--- config.mk ---
export PLATFORM = sky130hd
export DESIGN_NAME = touch_key_change_to_note_events_unit
export DESIGN_NICKNAME = d
export VERILOG_FILES = /design/src/tkne_pkg.sv /design/src/tkne_ctrl.sv /design/src/tkne_dpath.sv /design/src/touch_key_change_to_note_events_unit.sv
export VERILOG_INCLUDE_DIRS = /design/src /design/src/src
export SDC_FILE = /design/constraint.sdc
export NUM_CORES = 1
export LEC_CHECK = 0
export BUFFER_PORTS_ARGS = -buffer_cell sky130_fd_sc_hd__buf_2
export CAP_MARGIN = 10
export CORE_AREA = 2 2 59 84
export DETAILED_ROUTE_END_ITERATION = 12
export DIE_AREA = 0 0 61 86
export PLACE_DENSITY = 0.65
export SYNTH_ARGS = -nofsm -noshare
export SYNTH_HDL_FRONTEND = slang
export SYNTH_HIERARCHICAL = 1
export SYNTH_SLANG_ARGS = --single-unit
--- constraint.sdc ---
create_clock -name i_clk -period 4.8 [get_ports i_clk]
set_clock_uncertainty 0.2 [all_clocks]
set_input_delay 0 -clock i_clk [delete_from_list [all_inputs] [get_ports i_clk]]
set_output_delay 0 -clock i_clk [all_outputs]
set_load 0.005 [all_outputs]
--- src/touch_key_change_to_note_events_unit_defines.svh ---
// Assertion macros for the touch key event unit.
// Used by the top level only; depends on i_clk and i_rst_n in the using scope.
`ifndef TOUCH_KEY_CHANGE_TO_NOTE_EVENTS_UNIT_DEFINES_SVH
`define TOUCH_KEY_CHANGE_TO_NOTE_EVENTS_UNIT_DEFINES_SVH

// Antecedent implies consequent in the same cycle.
`define TKNE_ASSERT_IMP(label, ante, cons, msg) \
    label: assert property (@(posedge i_clk) disable iff (!i_rst_n) \
        (ante) |-> (cons)) else $error(msg);

// Antecedent implies consequent in the next cycle.
`define TKNE_ASSERT_NXT(label, ante, cons, msg) \
    label: assert property (@(posedge i_clk) disable iff (!i_rst_n) \
        (ante) |=> (cons)) else $error(msg);

`endif

--- src/tkne_pkg.sv ---
// Shared types and constants for the touch key event unit.
// No dependencies; used by the controller, the datapath and the top level.
package tkne_pkg;

    localparam int KEYS_PER_DEVICE_DEF = 6;
    localparam int DEVICE_COUNT_DEF    = 2;

    localparam int SWITCH_W  = 6;
    localparam int OCTAVE_W  = 3;
    localparam int KEY_OUT_W = 4;
    localparam int NOTE_W    = 7;
    localparam int VEL_W     = 7;

    localparam logic [VEL_W-1:0]  VEL_ON   = 7'h7F;
    localparam logic [VEL_W-1:0]  VEL_OFF  = 7'h40;
    localparam logic [NOTE_W-1:0] NOTE_MAX = 7'd127;

    // Output tdata layout, lowest bit first: key_index, note_number, velocity.
    localparam int M_DATA_W = 24;
    localparam int S_DATA_W = 8;

    typedef enum logic {
        ST_IDLE,
        ST_EMIT
    } t_state;

    typedef struct packed {
        logic load;   // take the input word and latch its change mask
        logic emit;   // move the next pending event into the output register
    } t_cmd;

    typedef struct packed {
        logic change_any;    // the offered word is in range and changes a key
        logic pending_last;  // exactly one event is still pending
        logic out_free;      // the output register can take an event this cycle
    } t_status;

endpackage

--- src/tkne_ctrl.sv ---
// Controller state machine of the touch key event unit.
// Depends on tkne_pkg for the state, command and status types.
module tkne_ctrl (
    input  logic              i_clk,
    input  logic              i_rst_n,
    input  logic              i_s_tvalid,
    output logic              o_s_tready,
    input  tkne_pkg::t_status i_status,
    output tkne_pkg::t_cmd    o_cmd
);

    tkne_pkg::t_state r_state;
    tkne_pkg::t_state n_state;

    always_ff @(posedge i_clk) begin
        if (!i_rst_n) begin
            r_state <= tkne_pkg::ST_IDLE;
        end else begin
            r_state <= n_state;
        end
    end

    always_comb begin
        n_state = r_state;
        unique case (r_state)
            tkne_pkg::ST_IDLE: begin
                if (i_s_tvalid && i_status.change_any) begin
                    n_state = tkne_pkg::ST_EMIT;
                end
            end
            tkne_pkg::ST_EMIT: begin
                if (i_status.out_free && i_status.pending_last) begin
                    n_state = tkne_pkg::ST_IDLE;
                end
            end
            default: n_state = tkne_pkg::ST_IDLE;
        endcase
    end

    always_comb begin
        o_s_tready = 1'b0;
        o_cmd      = '0;
        unique case (r_state)
            tkne_pkg::ST_IDLE: begin
                o_s_tready = 1'b1;
                o_cmd.load = i_s_tvalid;
            end
            tkne_pkg::ST_EMIT: begin
                o_cmd.emit = i_status.out_free;
            end
            default: begin
                o_s_tready = 1'b0;
            end
        endcase
    end

endmodule

--- src/tkne_dpath.sv ---
// Datapath of the touch key event unit: stored words, change mask, event build.
// Depends on tkne_pkg; driven by tkne_ctrl through t_cmd and t_status.
module tkne_dpath #(
    parameter int KEYS_PER_DEVICE = tkne_pkg::KEYS_PER_DEVICE_DEF,
    parameter int DEVICE_COUNT    = tkne_pkg::DEVICE_COUNT_DEF
) (
    input  logic                             i_clk,
    input  logic                             i_rst_n,
    input  logic [tkne_pkg::S_DATA_W-1:0]    i_s_tdata,
    input  logic                             i_s_tuser,
    input  logic                             i_cfg_valid,
    input  logic [tkne_pkg::OCTAVE_W-1:0]    i_cfg_data,
    input  logic                             i_m_tready,
    output logic                             o_m_tvalid,
    output logic [tkne_pkg::M_DATA_W-1:0]    o_m_tdata,
    output logic                             o_m_tuser,
    output logic                             o_m_tlast,
    input  tkne_pkg::t_cmd                   i_cmd,
    output tkne_pkg::t_status                o_status
);

    localparam int SCAN_W = (KEYS_PER_DEVICE < tkne_pkg::SWITCH_W) ?
                            KEYS_PER_DEVICE : tkne_pkg::SWITCH_W;
    localparam int IDX_W  = (SCAN_W > 1) ? $clog2(SCAN_W) : 1;
    localparam int DEV_AW = (DEVICE_COUNT > 1) ? $clog2(DEVICE_COUNT) : 1;
    localparam int KEY_W  = $clog2(KEYS_PER_DEVICE + tkne_pkg::SWITCH_W + 1);
    localparam int SUM_W  = ((KEY_W > tkne_pkg::NOTE_W) ? KEY_W : tkne_pkg::NOTE_W) + 1;

    logic [tkne_pkg::SWITCH_W-1:0] r_prev [DEVICE_COUNT];
    logic [tkne_pkg::OCTAVE_W-1:0] r_octave;
    logic [SCAN_W-1:0]             r_pending;
    logic                          r_dev;

    logic                          r_m_valid;
    logic [tkne_pkg::KEY_OUT_W-1:0] r_key;
    logic [tkne_pkg::NOTE_W-1:0]    r_note;
    logic                           r_on;
    logic                           r_last;

    logic [tkne_pkg::SWITCH_W-1:0] now_word;
    logic [DEV_AW-1:0]             dev_addr;
    logic                          in_range;
    logic [tkne_pkg::SWITCH_W-1:0] prev_sel;
    logic [SCAN_W-1:0]             changed;
    logic [SCAN_W-1:0]             low_bit;
    logic [IDX_W-1:0]              low_idx;
    logic [KEY_W-1:0]              key_full;
    logic [tkne_pkg::NOTE_W-1:0]   oct12;
    logic [SUM_W-1:0]              note_sum;
    logic [tkne_pkg::NOTE_W-1:0]   note_sat;
    logic                          out_free;

    assign now_word = i_s_tdata[tkne_pkg::SWITCH_W-1:0];
    assign dev_addr = DEV_AW'(i_s_tuser);
    assign in_range = (DEVICE_COUNT > 1) || !i_s_tuser;
    assign prev_sel = r_prev[dev_addr];
    assign changed  = prev_sel[SCAN_W-1:0] ^ now_word[SCAN_W-1:0];

    // Lowest pending key goes out first.
    assign low_bit = r_pending & (~r_pending + SCAN_W'(1));

    always_comb begin
        low_idx = '0;
        for (int b = SCAN_W - 1; b >= 0; b--) begin
            if (r_pending[b]) begin
                low_idx = IDX_W'(b);
            end
        end
    end

    assign key_full = (r_dev ? KEY_W'(KEYS_PER_DEVICE) : '0) + KEY_W'(low_idx);
    assign oct12    = tkne_pkg::NOTE_W'({r_octave, 3'b000}) +
                      tkne_pkg::NOTE_W'({r_octave, 2'b00});
    assign note_sum = SUM_W'(key_full) + SUM_W'(oct12);
    assign note_sat = (note_sum > SUM_W'(tkne_pkg::NOTE_MAX)) ?
                      tkne_pkg::NOTE_MAX : note_sum[tkne_pkg::NOTE_W-1:0];

    assign out_free = !r_m_valid || i_m_tready;

    assign o_status.change_any   = in_range && (changed != '0);
    assign o_status.pending_last = (r_pending & ~low_bit) == '0;
    assign o_status.out_free     = out_free;

    // The stored word already holds the new state of the device being scanned.
    function automatic logic [SCAN_W-1:0] stored_now_bits();
        logic [tkne_pkg::SWITCH_W-1:0] w;
        w = r_prev[DEV_AW'(r_dev)];
        return w[SCAN_W-1:0];
    endfunction

    always_ff @(posedge i_clk) begin
        if (!i_rst_n) begin
            for (int d = 0; d < DEVICE_COUNT; d++) begin
                r_prev[d] <= '0;
            end
            r_octave  <= '0;
            r_pending <= '0;
            r_m_valid <= 1'b0;
        end else begin
            if (i_cfg_valid) begin
                r_octave <= i_cfg_data;
            end
            if (i_cmd.load && in_range) begin
                r_prev[dev_addr] <= now_word;
                r_pending        <= changed;
            end else if (i_cmd.emit) begin
                r_pending <= r_pending & ~low_bit;
            end
            if (i_cmd.emit) begin
                r_m_valid <= 1'b1;
            end else if (i_m_tready) begin
                r_m_valid <= 1'b0;
            end
        end
    end

    always_ff @(posedge i_clk) begin
        if (i_cmd.load) begin
            r_dev <= i_s_tuser;
        end
        if (i_cmd.emit) begin
            r_key  <= key_full[tkne_pkg::KEY_OUT_W-1:0];
            r_note <= note_sat;
            r_on   <= |(low_bit & stored_now_bits());
            r_last <= (r_pending & ~low_bit) == '0;
        end
    end

    assign o_m_tvalid = r_m_valid;
    assign o_m_tdata  = {6'b000000,
                         (r_on ? tkne_pkg::VEL_ON : tkne_pkg::VEL_OFF),
                         r_note, r_key};
    assign o_m_tuser  = r_on;
    assign o_m_tlast  = r_last;

endmodule

--- src/touch_key_change_to_note_events_unit.sv ---
// Touch key event unit, top level: ties the controller to the datapath.
// Depends on tkne_pkg, tkne_ctrl, tkne_dpath and the assertion macro header.
//
// This block turns switch words from touch sensor devices into note events.
// Each input transfer carries one device's switch word; the word is compared
// with the word last seen from that device, and every key that changed
// produces one output transfer, lowest key first, with tlast on the final
// one. A press gives a note-on at velocity 127, a release a note-off at
// velocity 64, and the note number is the global key index plus twelve
// semitones per octave step (saturating at 127). A word with no change gives
// no output at all, and a word from a device beyond the configured count is
// dropped. A word is accepted while the block is idle; the scan then hands one
// event a cycle into the single output register while that register is
// free, so output back-pressure holds the scan. The next word is taken as
// soon as the last event sits in the output register, even if that event has
// not been transferred yet. The stored words clear at reset. The octave
// register is written over its own channel, which is always ready, and should
// only be written while the block is idle.
`include "touch_key_change_to_note_events_unit_defines.svh"

module touch_key_change_to_note_events_unit #(
    parameter int KEYS_PER_DEVICE = tkne_pkg::KEYS_PER_DEVICE_DEF,
    parameter int DEVICE_COUNT    = tkne_pkg::DEVICE_COUNT_DEF
) (
    input  logic                          i_clk,
    input  logic                          i_rst_n,
    // Input stream.
    input  logic                          i_s_tvalid,
    output logic                          o_s_tready,
    input  logic [tkne_pkg::S_DATA_W-1:0] i_s_tdata,  // [5:0] switch_bits, [7:6] zero
    input  logic                          i_s_tuser,  // [0] device_index
    // Octave register write channel.
    input  logic                          i_cfg_valid,
    output logic                          o_cfg_ready,
    input  logic [tkne_pkg::OCTAVE_W-1:0] i_cfg_data,
    // Output stream.
    output logic                          o_m_tvalid,
    input  logic                          i_m_tready,
    output logic [tkne_pkg::M_DATA_W-1:0] o_m_tdata,  // [3:0] key_index,
                                                      // [10:4] note_number,
                                                      // [17:11] velocity, [23:18] zero
    output logic                          o_m_tuser,  // [0] note_on
    output logic                          o_m_tlast   // last event of the input word
);

    tkne_pkg::t_cmd    cmd;
    tkne_pkg::t_status status;

    // Output fields split out for the checks below.
    logic [tkne_pkg::KEY_OUT_W-1:0] m_key;
    logic [tkne_pkg::NOTE_W-1:0]    m_note;
    logic [tkne_pkg::VEL_W-1:0]     m_velocity;
    logic [tkne_pkg::VEL_W-1:0]     vel_expect;

    // The register is a plain flop, so a write always completes at once.
    assign o_cfg_ready = 1'b1;

    tkne_ctrl u_ctrl (
        .i_clk      (i_clk),
        .i_rst_n    (i_rst_n),
        .i_s_tvalid (i_s_tvalid),
        .o_s_tready (o_s_tready),
        .i_status   (status),
        .o_cmd      (cmd)
    );

    tkne_dpath #(
        .KEYS_PER_DEVICE (KEYS_PER_DEVICE),
        .DEVICE_COUNT    (DEVICE_COUNT)
    ) u_dpath (
        .i_clk       (i_clk),
        .i_rst_n     (i_rst_n),
        .i_s_tdata   (i_s_tdata),
        .i_s_tuser   (i_s_tuser),
        .i_cfg_valid (i_cfg_valid),
        .i_cfg_data  (i_cfg_data),
        .i_m_tready  (i_m_tready),
        .o_m_tvalid  (o_m_tvalid),
        .o_m_tdata   (o_m_tdata),
        .o_m_tuser   (o_m_tuser),
        .o_m_tlast   (o_m_tlast),
        .i_cmd       (cmd),
        .o_status    (status)
    );

    assign m_key      = o_m_tdata[3:0];
    assign m_note     = o_m_tdata[10:4];
    assign m_velocity = o_m_tdata[17:11];
    assign vel_expect = o_m_tuser ? tkne_pkg::VEL_ON : tkne_pkg::VEL_OFF;

    // While a non-final event is shown, more events are pending, so no word is taken.
    `TKNE_ASSERT_IMP(a_busy_mid_run, o_m_tvalid && !o_m_tlast, !o_s_tready, "input ready mid run")
    // After a non-final event is transferred the next event is shown at once.
    `TKNE_ASSERT_NXT(a_run_continues, o_m_tvalid && i_m_tready && !o_m_tlast, o_m_tvalid, "run gap")
    // Velocity follows the note-on flag.
    `TKNE_ASSERT_IMP(a_velocity_kind, o_m_tvalid, m_velocity == vel_expect, "velocity mismatch")
    // The note never lies below the reported key index.
    `TKNE_ASSERT_IMP(a_note_ge_key, o_m_tvalid, m_note >= {3'b000, m_key}, "note below key")

endmodule
# Word level (Yosys, flattened, before mapping)
# Memory sizes are Yosys's and may differ from the RTL's. A register that Yosys moved wholly into a read port is not among the register bits.
# Cells that the tools add are included.
[word_totals]
input_bits = 17
output_inout_bits = 29
memories = 1
word_cells = 58
regBits = 25
ram_bits = 12
[classes]
n_bitwise = 7
order_cmp = 1
n_mux = 26
add_sub_neg = 4
reduce_logical = 10
[mem_list]
columns = ["memory", "depth", "width", "rd", "rd_clocked_by_memory_dff", "write_ports", "line_no", "source"]
rows = [
  ["u_dpath.r_prev", 2, 6, 2, 1, 2, "tkne_dpath.sv:29", "logic [tkne_pkg::SWITCH_W-1:0] r_prev [DEVICE_COUNT];"],
]
[op_table]
columns = ["cell", "n"]
rows = [
  ["$mux W6", 4],
  ["$mux W3", 7],
  ["$and A6 B6 Y6", 3],
  ["$mux W1", 14],
  ["$not A6 Y6", 2],
  ["$reduce_or A6 Y1", 2],
  ["$add A4 B7 Y8", 1],
  ["$gt A8 B7 Y1 const B", 1],
  ["$add A6 B5 Y7", 1],
  ["$add A6 B1 Y6 const B", 1],
  ["$logic_not A6 Y1", 1],
  ["$reduce_bool A6 Y1", 1],
  ["$xor A6 B6 Y6", 1],
  ["$add A4 B3 Y4", 1],
  ["$reduce_bool A2 Y1", 2],
  ["$logic_and A1 B1 Y1", 2],
  ["$pmux W1 S2", 1],
  ["$logic_not A1 Y1", 1],
  ["$logic_or A1 B1 Y1", 1],
  ["$not A1 Y1", 1],
]

# Logic depth before layout (Yosys ltp)
# Gate-level depths: netlist of run 1.
[logic_depth]
ltp_word = 9
mapped_depth = 12
mapped_depth_nobuf = 11

# Hierarchy
# The synthesis of run 1 kept the hierarchy.
[by_module_without_submodules]
columns = ["mod", "instances", "seq_area_each_um2", "area_per_inst_um2", "cells_per_inst"]
rows = [
  ["tkne_dpath", 1, 940.9, 1891.8, 173],
  ["tkne_ctrl", 1, 20.0, 57.6, 7],
  ["touch_key_change_to_note_events_unit", 1, 0.0, 11.3, 2],
]

# Worst setup path before layout of run 1
# No wires, ideal clock.
[synth_timing]
path_kind = "reg-to-reg"
start = "reg u_dpath.r_pending[2]"
end = "reg u_dpath/r_note[4] (netlist name) (data pin)"
slack_ns = 1.984
path_buffers = 0
required_time_ns = 4.350
setup_ns = 0.250
arrival_time_ns = 2.366
path_stages_with_launch = 12
period_less_slack_ns = 2.816
cell_sequence = "dfxtp_1 > nor2_1 > nor3_1 > ha_1 > fa_1 > inv_1 > fa_1 > inv_1 > ha_1 > inv_1 > fa_1 > inv_1"
[synth_via]
elab_chain_cells = 6
[synth_rtl]
columns = ["item", "line_no", "source"]
rows = [
  ["from (decl)", "tkne_dpath.sv:31", "logic [SCAN_W-1:0] r_pending;"],
  ["from (signal assigned)", "tkne_dpath.sv:105", "r_pending <= changed;"],
  ["from (signal assigned)", "tkne_dpath.sv:107", "r_pending <= r_pending & ~low_bit;"],
  ["$mux W3 * (3 in series)", "tkne_dpath.sv:65", "if (r_pending[b]) begin"],
  ["$add A4 B3 Y4 *", "tkne_dpath.sv:71", "assign key_full = (r_dev ? KEY_W'(KEYS_PER_DEVICE) : '0) + KEY_W'(low_idx);"],
  ["net u_dpath.key_full[3]", "tkne_dpath.sv:47", "logic [KEY_W-1:0] key_full;"],
  ["$add A4 B7 Y8 *", "tkne_dpath.sv:74", "assign note_sum = SUM_W'(key_full) + SUM_W'(oct12);"],
  ["net u_dpath.note_sum[4]", "tkne_dpath.sv:49", "logic [SUM_W-1:0] note_sum;"],
  ["$gt A8 B7 Y1", "tkne_dpath.sv:75", "assign note_sat = (note_sum > SUM_W'(tkne_pkg::NOTE_MAX)) ?"],
  ["to (signal assigned)", "tkne_dpath.sv:123", "r_note <= note_sat;"],
  ["to (decl)", "tkne_dpath.sv:36", "logic [tkne_pkg::NOTE_W-1:0] r_note;"],
]
# Mark *: on every way through the listed nets, which the timed path passes. The rest lies on a longest branch.
# A chain may end at the register's enable or synchronous reset.

# Final worst setup path of run 1
[layout_timing]
start = "reg u_dpath.r_pending[2]"
end = "reg u_dpath/r_note[5] (netlist name) (data pin)"
# Same word-level chain as after synthesis.

==> reports/qor.tcl, run 1 <==
set qor(launching_point_of_the_worst_reg2reg_path) {u_dpath/r_pending[2]$_SDFFE_PN0P_}
set qor(worstHoldPathType) {flop to flop}
set qor(layoutNonFillerInstCount) 290
set qor(power.ir.vdd_worst_v) 0.000245
set qor(maxSlewViolCount) 0
set qor(setup.worst_path.end_class) {flop}
set qor(area_share_of_the_leading_cell_type_in_the_synthesized_netlist_pct) 36.8
set qor(dp_hpwl_um) 2530
set qor(final_core_util_pct) 54.4
set qor(r2r.worst_path.cells) 11
set qor(hold_start) {u_dpath/r_pending[5]$_SDFFE_PN0P_}
set qor(io_pins) 46
set qor(cts-root-buf) {clkbuf_8}
set qor(tritoncts) {built}
set qor(pwr-share-comb_pct) 15.8
set qor(power.leakage_nw) 1.07
set qor(grt_usage_pct) 15.8
set qor(remaining_drc_errors) 0
set qor(finalWorstPathRequiredPeriod_ps) 3010
set qor(power_switching_share_pct) 22.9
set qor(critical_path_arrival_ps) 2860
set qor(maxCapViolations) 0
set qor(clkSinkCount) 36
set qor(clk_transition_reported_paths_ps) 70
set qor(floorplan.initialDensity_pct) 43.9
set qor(power_report.internal_total_w) 0.000669
set qor(setup.worst_path.start) {u_dpath/r_pending[2]$_SDFFE_PN0P_}
set qor(synth.mux.area_fraction_pct) 6.70
set qor(rsz0062_at_grt) {false}
set qor(power_frac_seq_pct) 44.0
set qor(multi_input_comb_area_sq_um) 808
set qor(post_synth_main_area_contributors) {edfxtp_1, dfxtp_1, buf_4, mux2i_1, and2_1}
set qor(final_layout_size_suffix_gt1_share_pct) 20.6
set qor(cellPowerDensity_nw_per_um2) 357
set qor(cts-htree-levels) 2
set qor(detailroute.via_count) 1358
set qor(worst_hold_slack_ps) 296
set qor(finalWirelength_um) 3600
set qor(net-switching-power_w) 0.000198
set qor(synthesis.yosys.warnings) 6
set qor(max_slew_margin_pct) 43.2
set qor(core_area_sq_um) 4460
set qor(hold_viol) 0
set qor(dpl.cell_count) 262
set qor(synth_simple_gate_area_share_pct) 14.1
set qor(timing.critical_path.required_ps) 4650
set qor(first_pass_iters) 4
set qor(yosys.area_share.adder_pct) 6.89
set qor(row_count) 29
set qor(gr-total-overflow) 0
set qor(r2r_end) {u_dpath/r_note[5]$_DFFE_PP_}
set qor(grt_first_pass_wirelength_um) 6020
set qor(final_cell_mix) {buf_2, edfxtp_1, dlygate4sd3_1}
set qor(synth_area_sq_um) 1960
set qor(vias_in_the_first_global_route) 1318
set qor(synth.yosys.seq_area_share_pct) 49.0
set qor(area_used_by_sequential_logic_in_the_layout_sq_um) 961
set qor(netlist_instances) 182
set qor(cts_buffer_depth) 2
set qor(outcome) {complete, no violations}
set qor(finalSetupViolCount) 0
set qor(gpl.final_weighted_congestion) 0.824
set qor(critical_path_class) {flop to flop}
set qor(drtIter0Drc) 33
set qor(post_drt_wl_per_cell_um) 12.4
set qor(max_freq_ghz) 0.332
set qor(fin_nets) 253
set qor(reg2reg_slack_ps) 1790
set qor(seq_cells_post_synth) 36
set qor(cp_slowest_cell) {fa_1}
set qor(timing_worst_slew_pin_value_ps) 843
set qor(layout.filler_cells) 402
set qor(die-width_um) 61
set qor(die_height_um) 86
set qor(synth_compound_area_share_pct) 8.87
set qor(final_common_cell) {buf_2}
set qor(synth_largest_area_cell) {edfxtp_1}
set qor(period_share_pct) 62.8
set qor(synth_top_family_by_area) {simple AND/OR/NAND/NOR gates}
set qor(synth.avg_cell_area_sq_um) 10.8
set qor(vias_per_cell) 4.68
set qor(setup.worst_path.start_class) {flop}
set qor(design.die.area_sq_um) 5250
set qor(finalPower_w) 0.000868
set qor(diodes) 0
set qor(clkLatencyLatePin_ps) 290
set qor(antenna_violations_before_repair) 0
set qor(setup-tns-final_ps) 0
set qor(worst_hold_path.endpoint) {u_dpath/r_pending[5]$_SDFFE_PN0P_}
set qor(post_synth_xor_xnor_area_pct) 3.13
set qor(antenna_violating_nets_post_route) 0
set qor(tritoncts.num_buffers) 5
set qor(synth_cell_type_count) 36
set qor(crit_path_max_fanout) 8
set qor(cp_slowest_stage_delay_ps) 400
set qor(grt_max_degree) 17
set qor(power_frac_clock_pct) 40.2
set qor(port_buffers) 35
set qor(hold_path_stages) 2
set qor(timing.critical_path.cells) {nor2_1 -> nor3_1 -> ha_1 -> fa_1 -> inv_1 -> fa_1 -> inv_1 -> ha_1 -> inv_1 -> fa_1 -> xnor2_1}
set qor(areaGrowthSynthToFinish_pct) 23.9
cell families after synthesis:
family | count (synthesis)
and+or+nand+nor | 52
DFF | 36
buffers and inverters | 36
AOI/OAI and AO/OA | 26
muxes | 13
adders and majority gates | 9
xor gates and xnor gates | 7
other | 3
sequential cells by signal, indices dropped and copies added, names as in the netlist, named ones only:
signal	flops
u_dpath/r_octave	3
u_ctrl/r_state	1
u_dpath/o_m_tvalid	1
u_dpath/o_m_tuser	1
u_dpath/r_dev	1
u_dpath/r_key	4
u_dpath/r_pending	6
u_dpath/r_note	5
u_dpath/o_m_tlast	1
u_dpath/r_prev	12
stage by stage:
stage          cell area [sq um]  setup WS [ps]
6_report                    2430           1790
5_1_grt                     2430           1590
4_1_cts                     2430           1760
3_5_place_dp                2070           1770
3_3_place_gp                2070           1820
2_1_floorplan               1980           1980
layer usage:
metal  vias up  wire [um]  GRT usage [%]
li1        681          -              -
met1       625       1420           17.6
met2        43       1940           27.3
met3         9        151           4.07
met4         0         93           7.31
met5         -          0              0
cells in the mapped netlist, drive strengths merged:
cell type / number
conb: 3
inv: 14
o2111ai: 1
a21o: 4
nand2: 10
nand2b: 2
and2: 13
o21ai: 4
nor2: 9
fa: 3
a21boi: 5
and2b: 1
nor4: 1
nor3b: 1
edfxtp: 24
xnor2: 7
a311oi: 1
a221oi: 1
buf: 21
mux2: 1
ha: 6
a21oi: 6
and3: 2
nor2b: 6
nor3: 2
clkbuf: 1
o211ai: 3
mux2i: 12
or3: 1
nand3: 4
dfxtp: 12
a22oi: 1
worst max-delay path, delay by kind of cell (launching register included):
kind | cells | cell delay, ps
DFF | 1 | 370
buffers and inverters | 3 | 220
and+or+nand+nor | 2 | 330
adders and majority gates | 5 | 1530
xor gates and xnor gates | 1 | 130
worst max path at each step:
stage                                        to  slack, ps  depth (start not counted)
floorplan           u_dpath/r_note[4]$_DFFE_PP_       1980                         11
global placement    u_dpath/r_note[5]$_DFFE_PP_       1820                         11
detailed placement  u_dpath/r_note[5]$_DFFE_PP_       1770                         11
CTS                 u_dpath/r_note[5]$_DFFE_PP_       1760                         11
global route        u_dpath/r_note[5]$_DFFE_PP_       1590                         11
finish              u_dpath/r_note[5]$_DFFE_PP_       1790                         11
cell type report:
| class | count | area share, % |
|---|---|---|
| clock buffers | 6 | 3.86 |
| clock inverters | 2 | 2.47 |
| inverters | 14 | 2.16 |
| multi-input cells | 115 | 33.3 |
| flip-flops and latches | 36 | 39.6 |
| well taps | 62 | 3.19 |
| repair buffers | 55 | 15.5 |
power groups by stage:
stage          registers [W]  logic (W)  clock network, W
5_1_grt             0.000387   0.000157          0.000368
3_5_place_dp        0.000389   0.000123                 0
2_1_floorplan       0.000385  0.0000980                 0
3_3_place_gp        0.000388   0.000121                 0
4_1_cts             0.000382   0.000138          0.000357
6_report            0.000382   0.000137          0.000349
repair_timing:
item	4_1_cts	5_1_grt
hold buffers	20	0
hold endpoints to repair	25	0
setup buffers	0	0
setup endpoints to repair	0	0
resized for setup	0	0
(Power assumes the default switching activity.)
==> run 2: changes to the inputs <==
--- a/config.mk
+++ b/config.mk
@@ -11,7 +11,7 @@
 export CORE_AREA = 2 2 59 84
 export DETAILED_ROUTE_END_ITERATION = 12
 export DIE_AREA = 0 0 61 86
-export PLACE_DENSITY = 0.65
+export PLACE_DENSITY = 0.67
 export SYNTH_ARGS = -nofsm -noshare
 export SYNTH_HDL_FRONTEND = slang
 export SYNTH_HIERARCHICAL = 1
==> constraint.sdc (replaced) <==
create_clock -name i_clk -period 2.5 [get_ports i_clk]
set_clock_uncertainty 0.2 [all_clocks]
set_input_delay 0 -clock i_clk [delete_from_list [all_inputs] [get_ports i_clk]]
set_output_delay 0 -clock i_clk [all_outputs]
set_load 0.005 [all_outputs]
==> reports/qor.tcl, run 2 (synthesized netlist as in run 1, its figures left out) <==
set qor(outcome) {finished with violations}
set qor(failed_checks) {negative setup slack}
set qor(hold_start) {u_dpath/o_m_tvalid$_SDFFE_PN0P_}
set qor(cts-htree-levels) 2
set qor(layout.filler_cells) 394
set qor(max_slew_margin_pct) 62.7
set qor(max_flop_register) {u_dpath/r_prev}
set qor(finalWorstPathRequiredPeriod_ps) 2740
set qor(tritoncts) {built}
set qor(setup.worst_path.end_class) {flop}
set qor(die-width_um) 61
set qor(remaining_drc_errors) 0
set qor(largest_register_ffs) 12
set qor(hold_viol) 0
set qor(power_frac_seq_pct) 46.7
set qor(power_report.internal_total_w) 0.00116
set qor(reg_top3) {u_dpath/r_prev (12), u_dpath/r_pending (6), u_dpath/r_note (5)}
set qor(rsz0062_at_grt) {true}
set qor(maxSlewViolCount) 0
set qor(core_area_sq_um) 4460
set qor(areaGrowthSynthToFinish_pct) 29.8
set qor(clk_transition_reported_paths_ps) 80
set qor(fin_nets) 266
set qor(cp_common_cell) {inv_2}
set qor(dp_hpwl_um) 2700
set qor(gr-total-overflow) 0
set qor(worstHoldPathType) {flop to flop}
set qor(cp_slowest_cell) {fa_1}
set qor(cp_slowest_stage_delay_ps) 390
set qor(finalSetupViolCount) 3
set qor(gpl.final_weighted_congestion) 0.776
set qor(power.leakage_nw) 1.11
set qor(diodes) 0
set qor(grt_max_degree) 17
set qor(drtIter0Drc) 33
set qor(vias_in_the_first_global_route) 1399
set qor(setup-tns-final_ps) -569
set qor(row_count) 29
set qor(grt_usage_pct) 16.0
set qor(io_pins) 46
set qor(finalWirelength_um) 3800
set qor(dpl.cell_count) 274
set qor(hold_path_stages) 2
set qor(cts_buffer_depth) 2
set qor(maxCapViolations) 0
set qor(final_core_util_pct) 57.0
set qor(reg2reg_slack_ps) -240
set qor(antenna_violations_before_repair) 0
set qor(power.ir.vdd_worst_v) 0.000491
set qor(vias_per_cell) 4.67
set qor(launching_point_of_the_worst_reg2reg_path) {u_dpath/r_pending[3]$_SDFFE_PN0P_}
set qor(r2r.worst_path.cells) 11
set qor(worst_hold_slack_ps) 336
set qor(detailroute.via_count) 1414
set qor(layoutNonFillerInstCount) 303
set qor(period_share_pct) 109
set qor(max_freq_ghz) 0.365
set qor(design.die.area_sq_um) 5250
set qor(final_common_cell) {buf_2}
set qor(cts-root-buf) {clkbuf_8}
set qor(first_pass_iters) 4
set qor(floorplan.initialDensity_pct) 43.9
set qor(grt_first_pass_wirelength_um) 6200
set qor(power_frac_clock_pct) 32.8
set qor(worst_hold_path.endpoint) {u_dpath/o_m_tvalid$_SDFFE_PN0P_}
set qor(antenna_violating_nets_post_route) 0
set qor(net-switching-power_w) 0.000407
set qor(final_cell_mix) {buf_2, edfxtp_1, dlygate4sd3_1}
set qor(post_drt_wl_per_cell_um) 12.5
set qor(clkLatencyLatePin_ps) 290
set qor(port_buffers) 35
set qor(final_critical_path_setup_slack_ps) -237
set qor(die_height_um) 86
set qor(cellPowerDensity_nw_per_um2) 614
set qor(timing_worst_slew_pin_value_ps) 558
set qor(tritoncts.num_buffers) 5
set qor(critical_path_arrival_ps) 2580
set qor(clkSinkCount) 36
set qor(crit_path_max_fanout) 3
set qor(setup.worst_path.start_class) {flop}
set qor(pwr-share-comb_pct) 20.5
set qor(r2r_end) {u_dpath/r_note[5]$_DFFE_PP_}
set qor(timing.critical_path.required_ps) 2350
set qor(crit_family) {adder cells}
set qor(timing.critical_path.buf_inv) 3
set qor(timing.critical_path.cells) {nor2_4 -> nor3_4 -> ha_2 -> fa_2 -> inv_2 -> fa_1 -> inv_2 -> ha_4 -> inv_2 -> fa_1 -> xnor2_1}
set qor(final_layout_size_suffix_gt1_share_pct) 31.1
set qor(power_switching_share_pct) 26.0
set qor(critical_path_class) {flop to flop}
run 2: cell types whose count changed in the layout (fill, tap and decap cells not counted), moves of 3 or more:
| cell | previous run | this run |
|---|---|---|
| buf_4 | 0 | 12 |
| dfxtp_1 | 12 | 8 |
| dfxtp_2 | 0 | 3 |
| inv_1 | 14 | 11 |
| inv_2 | 0 | 3 |
| nor2_1 | 9 | 6 |
run 2: repair_timing:
item	in CTS	in global routing
endpoints found under the hold margin	25	0
buffers inserted	1	0
pin swaps	1	2
hold buffers	20	0
gates resized for setup	3	7
setup endpoints to repair	3	4
run 2: power groups by stage:
stage / clock network (W) / registers (W) / logic, W
2_1_floorplan: 0 / 0.000741 / 0.000196
3_3_place_gp: 0 / 0.000740 / 0.000279
3_5_place_dp: 0 / 0.000742 / 0.000284
4_1_cts: 0.000521 / 0.000730 / 0.000314
5_1_grt: 0.000543 / 0.000738 / 0.000362
6_report: 0.000512 / 0.000730 / 0.000321
run 2: routing by layer:
metal	track usage [%]	routed length, um
met1	16.5	1460
met5	0	0
met3	2.71	139
met2	30.1	2140
met4	7.11	56
run 2: tightest hold or removal path: stages, from the launching register on:
cell and delay [ps]:
dfxtp_1 310, nand2b_1 90, a21boi_0 90
run 2: stage by stage:
stage               area, sq um  worst slack (ps)  power (W)
floorplan                  2010              -188   0.000937
global placement           2190              -205    0.00102
detailed placement         2190              -262    0.00103
CTS                        2510              -251    0.00157
global route               2540              -314    0.00164
finish                     2540              -237    0.00156
run 2: cell type report:
| cell class | instances | area [sq um] | share of cell area (%) |
|---|---|---|---|
| inverters | 14 | 52.6 | 2.06 |
| multi-input cells | 115 | 856 | 33.6 |
| clock buffers | 5 | 68.8 | 2.70 |
| repair buffers | 68 | 479 | 18.8 |
| flip-flops and latches | 36 | 968 | 38.1 |
| well taps | 62 | 77.6 | 3.05 |
| clock inverters | 3 | 42.5 | 1.67 |
run 2: worst max-delay path by stage:
| stage | start | to | cells after the start |
|---|---|---|---|
| 3_5_place_dp | u_dpath/r_pending[3]$_SDFFE_PN0P_ | u_dpath/r_note[5]$_DFFE_PP_ | 11 |
| 6_report | u_dpath/r_pending[3]$_SDFFE_PN0P_ | u_dpath/r_note[5]$_DFFE_PP_ | 11 |
| 3_3_place_gp | u_dpath/r_pending[3]$_SDFFE_PN0P_ | u_dpath/r_note[5]$_DFFE_PP_ | 11 |
| 5_1_grt | u_dpath/r_pending[3]$_SDFFE_PN0P_ | u_dpath/r_note[5]$_DFFE_PP_ | 11 |
| 4_1_cts | u_dpath/r_pending[3]$_SDFFE_PN0P_ | u_dpath/r_note[5]$_DFFE_PP_ | 11 |
| 2_1_floorplan | u_dpath/r_pending[0]$_SDFFE_PN0P_ | u_dpath/r_note[4]$_DFFE_PP_ | 12 |
